===== src/design/swv_pkg.sv =====
`default_nettype none
package swv_pkg;

  localparam int WINDOW     = 16;
  localparam int SAMPLE_W   = 8;
  localparam int VAR_W      = 15;
  localparam int CNT_W      = $clog2(WINDOW + 1);
  localparam int IDX_W      = (WINDOW > 1) ? $clog2(WINDOW) : 1;
  localparam int SUM_W      = SAMPLE_W + CNT_W;
  localparam int DIFF_W     = SAMPLE_W + 1;
  localparam int SQ_W       = 2 * SAMPLE_W;
  localparam int ACC_W      = SQ_W + CNT_W;
  localparam int DIV_W      = ACC_W;
  localparam int DIV_CNT_W  = $clog2(DIV_W + 1);

  typedef enum logic [2:0] {
    S_IDLE,
    S_SUM,
    S_DIV1,
    S_SQ,
    S_DIV2,
    S_OUT
  } swv_state_t;

  typedef struct packed {
    logic             start;
    logic [DIV_W-1:0] dividend;
    logic [CNT_W-1:0] divisor;
  } swv_div_req_t;

  typedef struct packed {
    logic             done;
    logic [DIV_W-1:0] quotient;
  } swv_div_rsp_t;

endpackage
`default_nettype wire


===== src/design/swv_window.sv =====
`default_nettype none
module swv_window (
  input  wire logic                               clk,
  input  wire logic                               rst,
  input  wire logic                               wr_en,
  input  wire logic signed [swv_pkg::SAMPLE_W-1:0] wr_data,
  input  wire logic        [swv_pkg::IDX_W-1:0]   rd_addr,
  output logic signed      [swv_pkg::SAMPLE_W-1:0] rd_data,
  output logic             [swv_pkg::CNT_W-1:0]   count
);

  logic signed [swv_pkg::SAMPLE_W-1:0] mem [swv_pkg::WINDOW];
  logic        [swv_pkg::IDX_W-1:0]    ptr;

  // circular buffer: the oldest entry is overwritten once full, order is irrelevant to the sums
  always_ff @(posedge clk) begin
    if (rst) begin
      ptr   <= '0;
      count <= '0;
    end else if (wr_en) begin
      if (ptr == swv_pkg::IDX_W'(swv_pkg::WINDOW - 1)) begin
        ptr <= '0;
      end else begin
        ptr <= ptr + 1'b1;
      end
      if (count != swv_pkg::CNT_W'(swv_pkg::WINDOW)) begin
        count <= count + 1'b1;
      end
    end
  end

  always_ff @(posedge clk) begin
    if (wr_en) begin
      mem[ptr] <= wr_data;
    end
    rd_data <= mem[rd_addr];
  end

endmodule
`default_nettype wire


===== src/design/swv_div.sv =====
`default_nettype none
module swv_div (
  input  wire logic                  clk,
  input  wire logic                  rst,
  input  wire swv_pkg::swv_div_req_t req,
  output swv_pkg::swv_div_rsp_t      rsp
);

  logic                           busy;
  logic                           done;
  logic [swv_pkg::DIV_CNT_W-1:0]  step;
  logic [swv_pkg::DIV_W-1:0]      quo;
  logic [swv_pkg::DIV_W-1:0]      quo_next;
  logic [swv_pkg::CNT_W-1:0]      rem;
  logic [swv_pkg::CNT_W-1:0]      rem_next;
  logic [swv_pkg::CNT_W-1:0]      dsr;
  logic [swv_pkg::CNT_W:0]        rem_sh;
  logic                           ge;

  // restoring division, one quotient bit per cycle
  always_comb begin
    rem_sh   = {rem, quo[swv_pkg::DIV_W-1]};
    ge       = (rem_sh >= {1'b0, dsr});
    rem_next = ge ? swv_pkg::CNT_W'(rem_sh - {1'b0, dsr}) : rem_sh[swv_pkg::CNT_W-1:0];
    quo_next = {quo[swv_pkg::DIV_W-2:0], ge};
  end

  always_ff @(posedge clk) begin
    if (rst) begin
      busy <= 1'b0;
      done <= 1'b0;
      step <= '0;
    end else begin
      done <= 1'b0;
      if (req.start && !busy) begin
        busy <= 1'b1;
        step <= swv_pkg::DIV_CNT_W'(swv_pkg::DIV_W - 1);
      end else if (busy) begin
        if (step == '0) begin
          busy <= 1'b0;
          done <= 1'b1;
        end else begin
          step <= step - 1'b1;
        end
      end
    end
  end

  always_ff @(posedge clk) begin
    if (req.start && !busy) begin
      quo <= req.dividend;
      rem <= '0;
      dsr <= req.divisor;
    end else if (busy) begin
      quo <= quo_next;
      rem <= rem_next;
    end
  end

  assign rsp.done     = done;
  assign rsp.quotient = quo;

endmodule
`default_nettype wire


===== src/design/sliding_window_variance_top.sv =====
// From sample transfer to result valid, the block makes two serial walks over the n filled
// entries (n being the fill count after the transfer) of the single-read-port window store
// and two passes through the shared one-bit-per-cycle divider.
// A new sample is taken only once the previous one has passed both walks and both divisions
// and its result has entered the output register; a finished result may wait in the output
// register while the next sample is taken. Reset clears the fill count, write pointer,
// sequencer and output valid; window contents are not cleared.
`default_nettype none
module sliding_window_variance_top (
  input  wire logic                               clk,
  input  wire logic                               rst,
  input  wire logic                               sample_valid,
  output logic                                    sample_stall,
  input  wire logic signed [swv_pkg::SAMPLE_W-1:0] sample,
  output logic                                    variance_valid,
  input  wire logic                               variance_stall,
  output logic             [swv_pkg::VAR_W-1:0]   variance
);

  swv_pkg::swv_state_t               state;
  swv_pkg::swv_state_t               state_next;
  logic [swv_pkg::CNT_W-1:0]         idx;
  logic [swv_pkg::CNT_W-1:0]         idx_next;
  logic signed [swv_pkg::SUM_W-1:0]  sum;
  logic signed [swv_pkg::SUM_W-1:0]  sum_next;
  logic [swv_pkg::SUM_W-1:0]         sum_abs;
  logic [swv_pkg::ACC_W-1:0]         acc;
  logic [swv_pkg::ACC_W-1:0]         acc_next;
  logic signed [swv_pkg::SAMPLE_W-1:0] mean;
  logic signed [swv_pkg::SAMPLE_W-1:0] mean_next;
  logic [swv_pkg::SAMPLE_W-1:0]      mean_mag;
  logic                              rd_vld;
  logic                              rd_vld_next;
  logic [swv_pkg::SQ_W-1:0]          sq;
  logic                              sq_vld;
  logic                              sq_vld_next;
  logic signed [swv_pkg::DIFF_W-1:0] diff;
  logic signed [2*swv_pkg::DIFF_W-1:0] sq_full;
  logic                              variance_valid_next;
  logic [swv_pkg::VAR_W-1:0]         variance_next;
  logic                              take;
  logic signed [swv_pkg::SAMPLE_W-1:0] rd_data;
  logic [swv_pkg::CNT_W-1:0]         win_count;
  swv_pkg::swv_div_req_t             div_req;
  swv_pkg::swv_div_rsp_t             div_rsp;

  assign sample_stall = rst || (state != swv_pkg::S_IDLE);
  assign take         = sample_valid && !sample_stall;

  swv_window u_window (
    .clk     (clk),
    .rst     (rst),
    .wr_en   (take),
    .wr_data (sample),
    .rd_addr (idx[swv_pkg::IDX_W-1:0]),
    .rd_data (rd_data),
    .count   (win_count)
  );

  swv_div u_div (
    .clk (clk),
    .rst (rst),
    .req (div_req),
    .rsp (div_rsp)
  );

  assign sum_abs  = sum[swv_pkg::SUM_W-1] ? (~sum + swv_pkg::SUM_W'(1)) : sum;
  assign mean_mag = div_rsp.quotient[swv_pkg::SAMPLE_W-1:0];
  assign diff     = {rd_data[swv_pkg::SAMPLE_W-1], rd_data} - {mean[swv_pkg::SAMPLE_W-1], mean};
  assign sq_full  = diff * diff;

  always_ff @(posedge clk) begin
    if (rst) begin
      state          <= swv_pkg::S_IDLE;
      rd_vld         <= 1'b0;
      sq_vld         <= 1'b0;
      variance_valid <= 1'b0;
    end else begin
      state          <= state_next;
      rd_vld         <= rd_vld_next;
      sq_vld         <= sq_vld_next;
      variance_valid <= variance_valid_next;
    end
  end

  always_ff @(posedge clk) begin
    idx      <= idx_next;
    sum      <= sum_next;
    acc      <= acc_next;
    mean     <= mean_next;
    sq       <= sq_full[swv_pkg::SQ_W-1:0];
    variance <= variance_next;
  end

  always_comb begin
    state_next          = state;
    idx_next            = idx;
    sum_next            = sum;
    acc_next            = acc;
    mean_next           = mean;
    rd_vld_next         = 1'b0;
    sq_vld_next         = 1'b0;
    variance_valid_next = variance_valid && variance_stall;
    variance_next       = variance;
    div_req.start       = 1'b0;
    div_req.dividend    = acc;
    div_req.divisor     = win_count;

    case (state)
      swv_pkg::S_IDLE: begin
        if (take) begin
          idx_next   = '0;
          sum_next   = '0;
          state_next = swv_pkg::S_SUM;
        end
      end
      swv_pkg::S_SUM: begin
        if (idx != win_count) begin
          idx_next    = idx + 1'b1;
          rd_vld_next = 1'b1;
        end
        if (rd_vld) begin
          sum_next = sum + {{(swv_pkg::SUM_W - swv_pkg::SAMPLE_W){rd_data[swv_pkg::SAMPLE_W-1]}},
                            rd_data};
        end else if (idx == win_count) begin
          // magnitude divided, sign restored afterwards for truncation toward zero
          div_req.start    = 1'b1;
          div_req.dividend = {{(swv_pkg::DIV_W - swv_pkg::SUM_W){1'b0}}, sum_abs};
          state_next       = swv_pkg::S_DIV1;
        end
      end
      swv_pkg::S_DIV1: begin
        if (div_rsp.done) begin
          mean_next  = sum[swv_pkg::SUM_W-1] ? (~mean_mag + swv_pkg::SAMPLE_W'(1)) : mean_mag;
          idx_next   = '0;
          acc_next   = '0;
          state_next = swv_pkg::S_SQ;
        end
      end
      swv_pkg::S_SQ: begin
        if (idx != win_count) begin
          idx_next    = idx + 1'b1;
          rd_vld_next = 1'b1;
        end
        sq_vld_next = rd_vld;
        if (sq_vld) begin
          acc_next = acc + swv_pkg::ACC_W'(sq);
        end
        if (idx == win_count && !rd_vld && !sq_vld) begin
          div_req.start = 1'b1;
          state_next    = swv_pkg::S_DIV2;
        end
      end
      swv_pkg::S_DIV2: begin
        if (div_rsp.done) begin
          acc_next   = div_rsp.quotient;
          state_next = swv_pkg::S_OUT;
        end
      end
      swv_pkg::S_OUT: begin
        if (!variance_valid || !variance_stall) begin
          variance_valid_next = 1'b1;
          variance_next       = acc[swv_pkg::VAR_W-1:0];
          state_next          = swv_pkg::S_IDLE;
        end
      end
      default: begin
        state_next = swv_pkg::S_IDLE;
      end
    endcase
  end

  a_div_done_expected: assert property (@(posedge clk) disable iff (rst)
    div_rsp.done |-> (state == swv_pkg::S_DIV1 || state == swv_pkg::S_DIV2))
    else $error("divider finished outside a division state");

  a_count_bounded: assert property (@(posedge clk) disable iff (rst)
    win_count <= swv_pkg::CNT_W'(swv_pkg::WINDOW))
    else $error("fill count beyond window");

  a_mean_stable: assert property (@(posedge clk) disable iff (rst)
    (state == swv_pkg::S_SQ && $past(state) == swv_pkg::S_SQ) |-> $stable(mean))
    else $error("mean changed during deviation pass");

  a_variance_range: assert property (@(posedge clk) disable iff (rst)
    variance_valid |-> (variance <= swv_pkg::VAR_W'(16384)))
    else $error("variance out of range");

endmodule
`default_nettype wire

===== config.mk =====
export PLATFORM = sky130hd
export DESIGN_NAME = sliding_window_variance_top
export DESIGN_NICKNAME = d
export VERILOG_FILES = /design/src/design/swv_pkg.sv /design/src/design/swv_window.sv /design/src/design/swv_div.sv /design/src/design/sliding_window_variance_top.sv
export SDC_FILE = /design/constraint.sdc
export NUM_CORES = 1
export LEC_CHECK = 0
export CAP_MARGIN = 20
export CORE_MARGIN = 2
export CORE_UTILIZATION = 45
export CTS_CLUSTER_DIAMETER = 60
export DETAILED_ROUTE_END_ITERATION = 16
export DONT_BUFFER_PORTS = 1
export PLACE_DENSITY_LB_ADDON = 0.05
export SYNTH_ARGS = -nofsm -noshare
export SYNTH_HDL_FRONTEND = slang
export SYNTH_SLANG_ARGS = --single-unit

===== constraint.sdc =====
create_clock -name clk -period 5.5 [get_ports clk]
set_input_delay 1.375 -clock clk [delete_from_list [all_inputs] [get_ports clk]]
set_output_delay 1.375 -clock clk [all_outputs]
set_load 0.02 [all_outputs]

==> results of run 1 <==
==> critical path, delay by kind of cell (launching register included) <==
family	cells	cell delay, ns
AOI/OAI and AO/OA	7	1.01
xor gates and xnor gates	1	0.14
adders and majority gates	7	2.90
buffers and inverters	6	0.52
DFF	1	0.37
muxes	1	0.21
and+or+nand+nor	2	0.28
==> layout make-up <==
class	count	area [um^2]	area share, %
Tap cell	442	553.0	3.245
Clock buffer	41	834.6	4.897
Inverter	104	391.6	2.298
Clock inverter	16	181.4	1.064
Sequential cell	266	7488	43.94
Timing Repair Buffer	86	645.6	3.788
Multi-Input combinational cell	792	6949	40.77
==> flip-flops by register name (all words and copies together), names as in the netlist, 3 cells and up <==
| signal | flops |
|---|---|
| u_window.ptr | 4 |
| u_window.count | 5 |
| variance | 15 |
| u_div.quo | 21 |
| u_window.mem | 128 |
| acc | 21 |
| u_window.rd_data | 8 |
| u_div.rem | 5 |
| state | 3 |
| u_div.step | 5 |
| idx | 5 |
| sq | 15 |
| mean | 8 |
| sum | 13 |
| u_div.dsr | 5 |
==> timing repair <==
item / 4_1_cts / 5_1_grt
hold buffers: 0 / 0
buffers inserted: 6 / 3
pin swaps: 17 / 10
endpoints found under the setup margin: 5 / 7
gates resized for setup: 10 / 15
gates cloned: 0 / 0
==> cells in the mapped netlist (all sizes together), types with 4 or more instances <==
library cell | n | area (um^2)
a21oi | 47 | 239.0
o21a | 10 | 75.07
nor2b | 9 | 56.30
edfxtp | 216 | 6486
mux2i | 15 | 150.1
dfxtp | 50 | 1001
clkbuf | 25 | 93.84
and2 | 7 | 43.79
a31oi | 4 | 25.02
nand3 | 26 | 135.1
a211oi | 14 | 110.1
fa | 57 | 1141
buf | 16 | 117.6
xnor2 | 49 | 444.2
mux4 | 40 | 900.9
inv | 102 | 382.9
o211ai | 5 | 42.54
nand2 | 98 | 367.9
a22o | 8 | 70.07
xor2 | 33 | 289.0
or4 | 4 | 37.53
o31ai | 12 | 95.09
or2 | 5 | 31.28
o21ai | 46 | 230.2
a21o | 9 | 67.56
or3 | 10 | 62.56
nor4 | 4 | 25.02
mux2 | 6 | 67.56
nor2 | 96 | 360.4
nor3 | 37 | 190.2
nand2b | 11 | 68.82
ha | 84 | 1051
==> stage by stage <==
step                      setup WS, ns  hold slack, ns  cells
after global routing           -0.3455          0.4794   1747
after floorplan               -0.06102          0.4229   1203
final                         -0.06552          0.4477   1747
after detailed placement       -0.3339          0.4393   1681
after CTS                      -0.1504          0.4483   1744
after global placement         -0.1492          0.4344   1681
==> kinds of logic after synthesis <==
kind of cell               Yosys count  share of synthesized area, %
AOI/OAI and AO/OA                  183                         8.014
xor gates and xnor gates            82                         4.938
adders and majority gates          141                         14.76
buffers and inverters              145                         4.053
DFF                                266                         50.43
muxes                               61                         7.533
and+or+nand+nor                    325                         10.27
==> layer usage <==
metal  track usage (%)  vias to the layer above  wire length, um
li1                  -                     4502                -
met1             26.52                     4466            14660
met2             31.19                      148            14800
met3             2.700                       36             1035
met4             3.559                        0              520
met5                 0                        -                0
==> path summary, 6_finish.rpt <==
check	from	to	slack (ns)	depth (start not counted)
setup reg to reg	mean[1]	sq[15]	-0.07	24
hold reg to reg	u_div.rem[4]	u_div.rem[4]	0.45	2
hold / removal	u_div.rem[4]	u_div.rem[4]	0.45	2
setup / recovery	mean[1]	sq[15]	-0.07	24
==> impl_metrics.ini, run 1 <==
[global_routing]
globalRoute.totalOverflow = 0
grt_max_degree = 36
grt_first_pass_wirelength_mm = 50.61
antenna_found_initial = 0
global_route.usage.total_pct = 18.78
via_count_of_the_first_global_routing_pass = 9323

[synthesis]
post_synth_instance_area_um2 = 14850
sequential_cell_area_fraction_in_the_yosys_report_pct = 50.43
async_reset_ff_share_pct = 0
number_of_flops_mapped_to_enable_cells_by_yosys = 216
synth_top_flop_cell = sky130_fd_sc_hd__edfxtp_1
ys_ff_latch = 266
yosysWarningCount = 0
synth.distinct_cells = 73
post_synth_inst_count = 1203
syn-mean-instance-area_um2 = 12.34
synthesis.nets = 1356

[critical_path]
crit_slowest_cell = sky130_fd_sc_hd__fa_1
worstPathRequired_ns = 5.96
worst_path_arrival_time_ns = 6.03
cp_common_cell = sky130_fd_sc_hd__fa_1
cp_cell_sequence = inv_2 -> ha_4 -> nor2b_4 -> o21ai_2 -> a21boi_2 -> o31a_1 -> o22ai_1 -> buf_4 -> buf_4 -> mux2i_1 -> fa_1 -> fa_1 -> inv_1 -> fa_1 -> fa_1 -> inv_1 -> fa_1 -> inv_2 -> ha_4 -> nor2b_4 -> o31ai_4 -> a21oi_2 -> a31oi_2 -> xnor2_1
setup.worst_path.end_class = register
critPathKind = register to register
crit_fanout = 6
crit_path_start_kind = register
worst_path_largest_cell_delay_ns = 0.51

[detailed_routing]
remaining_antenna_violation_count = 0
vias = 9152
drtPass1Iterations = 5
remaining_drc_errors = 0
drt_first_iter_violations = 512
route.final.wire_length_mm = 31.01
wl_per_cell_um = 17.75
route.detailed.vias_per_inst = 5.239

[sta]
rsz_0062_raised_after_global_routing = yes
worstMarginPinSlew_ns = 0.9510
final_period_minus_worst_setup_slack_ns = 5.566
timing.final.crit_share_pct = 101.2
fin_ws_ns = -0.06552
slew_violations = 0
clock-skew-final_ns = 0.01457
maxClockFrequency_mhz = 179.7
final_hold_viol_count = 0
worst_slew_margin_rel_pct = 36.53
setup-violations-final = 4
final.setup.tns_ns = -0.2106

[placement]
port_buffers = 0
detailed_place_hpwl_mm = 22.67
place_congestion = 0.8183
post_dp_cell_area_um2 = 15850

[job]
cap_viol_max_count = 0

[final_layout]
antenna_cells = 0
mostFrequentLayoutCell = sky130_fd_sc_hd__edfxtp_1
layout_cell_area_excl_fill_um2 = 17040
fillers = 2849
syn_to_layout_area_delta_pct = 14.79
final_core_utilization_pct = 52.38
share_of_final_layout_standard_cells_stronger_than_drive_strength_1_pct = 17.47
layout.nets = 1434
layout_common_cells = sky130_fd_sc_hd__edfxtp_1, sky130_fd_sc_hd__inv_1, sky130_fd_sc_hd__nand2_1, sky130_fd_sc_hd__nor2_1, sky130_fd_sc_hd__buf_4

[cts]
tritoncts = yes
numCtsBuffers = 31
cts.htree.levels = 1
clock_tree.buffer_depth = 3
clock_sinks = 266
clock_latency_ns = 0.58
cts_root_buf = sky130_fd_sc_hd__clkbuf_16
worst_setup_hold_path_clk_slew_ns = 0.06

[outcome]
status = complete, but fails checks
violations = setup timing

[die]
die_ar_um2 = 34460
die_width_um = 185.6
placeableCoreArea_um2 = 32540
start_util_pct = 45.64
placement_rows = 66
chipHeight_um = 185.6
num_io_pins = 29

[min_path]
min_path_type = register to register
Power of run 1 is left out: the tool's default activity adds up to more than one toggle a clock period on the data nets, which glitch-free logic cannot reach.
==> run 2, diff against run 1 <==
--- a/config.mk
+++ b/config.mk
@@ -12,6 +12,7 @@
 export DETAILED_ROUTE_END_ITERATION = 16
 export DONT_BUFFER_PORTS = 1
 export PLACE_DENSITY_LB_ADDON = 0.05
+export REMOVE_ABC_BUFFERS = 1
 export SYNTH_ARGS = -nofsm -noshare
 export SYNTH_HDL_FRONTEND = slang
 export SYNTH_SLANG_ARGS = --single-unit
==> impl_metrics.ini, run 2 (synthesis gave the netlist of run 1 again) <==
[detailed_routing]
vias = 9155
route.final.wire_length_mm = 31.02
remaining_drc_errors = 0
drtPass1Iterations = 5
drt_first_iter_violations = 432
wl_per_cell_um = 17.61
route.detailed.vias_per_inst = 5.199
remaining_antenna_violation_count = 0

[critical_path]
worst_setup_path_startpoint = mean[0]
crit_fanout = 5
critPathKind = register to register
setup.worst_path.end_class = register
worst_path_arrival_time_ns = 6.02
crit_path_start_kind = register
worstPathRequired_ns = 5.96
worstReg2RegStart = mean[0]

[sta]
final.setup.tns_ns = -0.06667
worstMarginPinSlew_ns = 0.9582
slew_violations = 0
clock-skew-final_ns = 0.01312
final_hold_viol_count = 0
worst_slew_margin_rel_pct = 36.05
rsz_0062_raised_after_global_routing = yes
timing.final.crit_share_pct = 101.0
final_period_minus_worst_setup_slack_ns = 5.557
fin_ws_ns = -0.05654
setup-violations-final = 2
maxClockFrequency_mhz = 180.0

[cts]
cts.htree.levels = 1
tritoncts = yes
worst_setup_hold_path_clk_slew_ns = 0.06
clock_latency_ns = 0.58
clock_sinks = 266
cts_root_buf = sky130_fd_sc_hd__clkbuf_16
post_cts_hold_buffer_count = 0
clock_tree.buffer_depth = 3
numCtsBuffers = 31

[final_layout]
mostFrequentLayoutCell = sky130_fd_sc_hd__edfxtp_1
layout_common_cells = sky130_fd_sc_hd__edfxtp_1, sky130_fd_sc_hd__buf_4, sky130_fd_sc_hd__nand2_1, sky130_fd_sc_hd__inv_1, sky130_fd_sc_hd__nor2_1
reg.largest.list = u_window.mem (128), acc (21), u_div.quo (21)
share_of_final_layout_standard_cells_stronger_than_drive_strength_1_pct = 21.15
antenna_cells = 0
syn_to_layout_area_delta_pct = 17.03
instances_no_fill = 1761
largest-register = u_window.mem
layout.nets = 1447
layout_cell_area_excl_fill_um2 = 17380
largest_register_ffs = 128

[global_routing]
gr-usage-met2_pct = 31.36
gr-usage-met1_pct = 26.15
grt_first_pass_wirelength_mm = 50.41
globalRoute.totalOverflow = 0
antenna_found_initial = 0
global_route.usage.total_pct = 18.78
via_count_of_the_first_global_routing_pass = 9183
gr-usage-met3_pct = 2.602
grt_max_degree = 37
top_usage_layer = met2

[die]
placeableCoreArea_um2 = 32540
num_io_pins = 29
placement_rows = 66
die_width_um = 185.6
die_ar_um2 = 34460
start_util_pct = 45.64
chipHeight_um = 185.6

[min_path]
min_path_type = register to register
hp-start = u_div.rem[4]

[job]
cap_viol_max_count = 0

[placement]
post-place-ws_ns = -0.5323
post_dp_cell_area_um2 = 15820
placedCellCount = 1685
detailed_place_hpwl_mm = 22.36
place_congestion = 0.8183
port_buffers = 0

[outcome]
violations = setup timing
status = complete, but fails checks
run 2: cell types whose count changed in the layout (fill, tap and decap cells not counted), moves of 5 or more:
| cell | change |
|---|---|
| sky130_fd_sc_hd__inv_2 | +5 |
| sky130_fd_sc_hd__ha_1 | -7 |
| sky130_fd_sc_hd__nor3_1 | -8 |
| sky130_fd_sc_hd__nor3_2 | +8 |
| sky130_fd_sc_hd__ha_4 | +6 |
| sky130_fd_sc_hd__inv_1 | -5 |
| sky130_fd_sc_hd__buf_4 | +10 |
run 2: layer usage:
| layer | wire (um) | up-vias |
|---|---|---|
| li1 | - | 4524 |
| met4 | 637 | 0 |
| met1 | 14720 | 4468 |
| met3 | 853 | 43 |
| met5 | 0 | - |
| met2 | 14810 | 120 |
run 2: cell type report:
class	instances	area, um^2
clock inverters	19	180.2
repair buffers	99	758.2
inverters	104	405.4
multi-input cells	792	7134
clock buffers	39	858.3
flip-flops and latches	266	7487
well taps	442	553.0
fillers	2850	15160
run 2: path summary, 6_finish.rpt:
kind | endpoint | slack, ns | cells past startpoint
worst min-delay path | u_div.rem[4] | 0.45 | 2
worst max-delay path | sq[14] | -0.06 | 21
worst min register to register | u_div.rem[4] | 0.45 | 2
worst max register to register | sq[14] | -0.06 | 21
run 2: repair_timing:
item / CTS / global route
gates resized for setup: 44 / 33
buffers inserted: 10 / 8
pin swaps: 41 / 32
endpoints found under the setup margin: 8 / 8
run 2: critical path, stage by stage, from the launching register on:
cell,delay (ns)
sky130_fd_sc_hd__edfxtp_1,0.37
sky130_fd_sc_hd__ha_4,0.16
sky130_fd_sc_hd__inv_1,0.06
sky130_fd_sc_hd__fa_2,0.41
sky130_fd_sc_hd__a21oi_4,0.17
sky130_fd_sc_hd__o22a_1,0.21
sky130_fd_sc_hd__a21boi_1,0.09
sky130_fd_sc_hd__buf_4,0.16
sky130_fd_sc_hd__buf_4,0.15
sky130_fd_sc_hd__nor2_1,0.12
sky130_fd_sc_hd__fa_2,0.49
sky130_fd_sc_hd__buf_4,0.16
sky130_fd_sc_hd__fa_1,0.49
sky130_fd_sc_hd__fa_1,0.58
sky130_fd_sc_hd__fa_1,0.47
sky130_fd_sc_hd__ha_4,0.30
sky130_fd_sc_hd__ha_4,0.19
sky130_fd_sc_hd__or2_2,0.29
sky130_fd_sc_hd__o31a_1,0.13
sky130_fd_sc_hd__a31o_2,0.21
sky130_fd_sc_hd__a21oi_2,0.13
sky130_fd_sc_hd__xnor2_1,0.08
run 2: per-stage QoR:
stage               util, %  hold slack [ns]
global placement      48.63           0.4347
global route          53.41           0.4849
floorplan                 -           0.4229
detailed placement    48.63           0.4405
CTS                   52.63           0.4505
finish                53.41           0.4503
Power of run 2 is left out for the same reason.
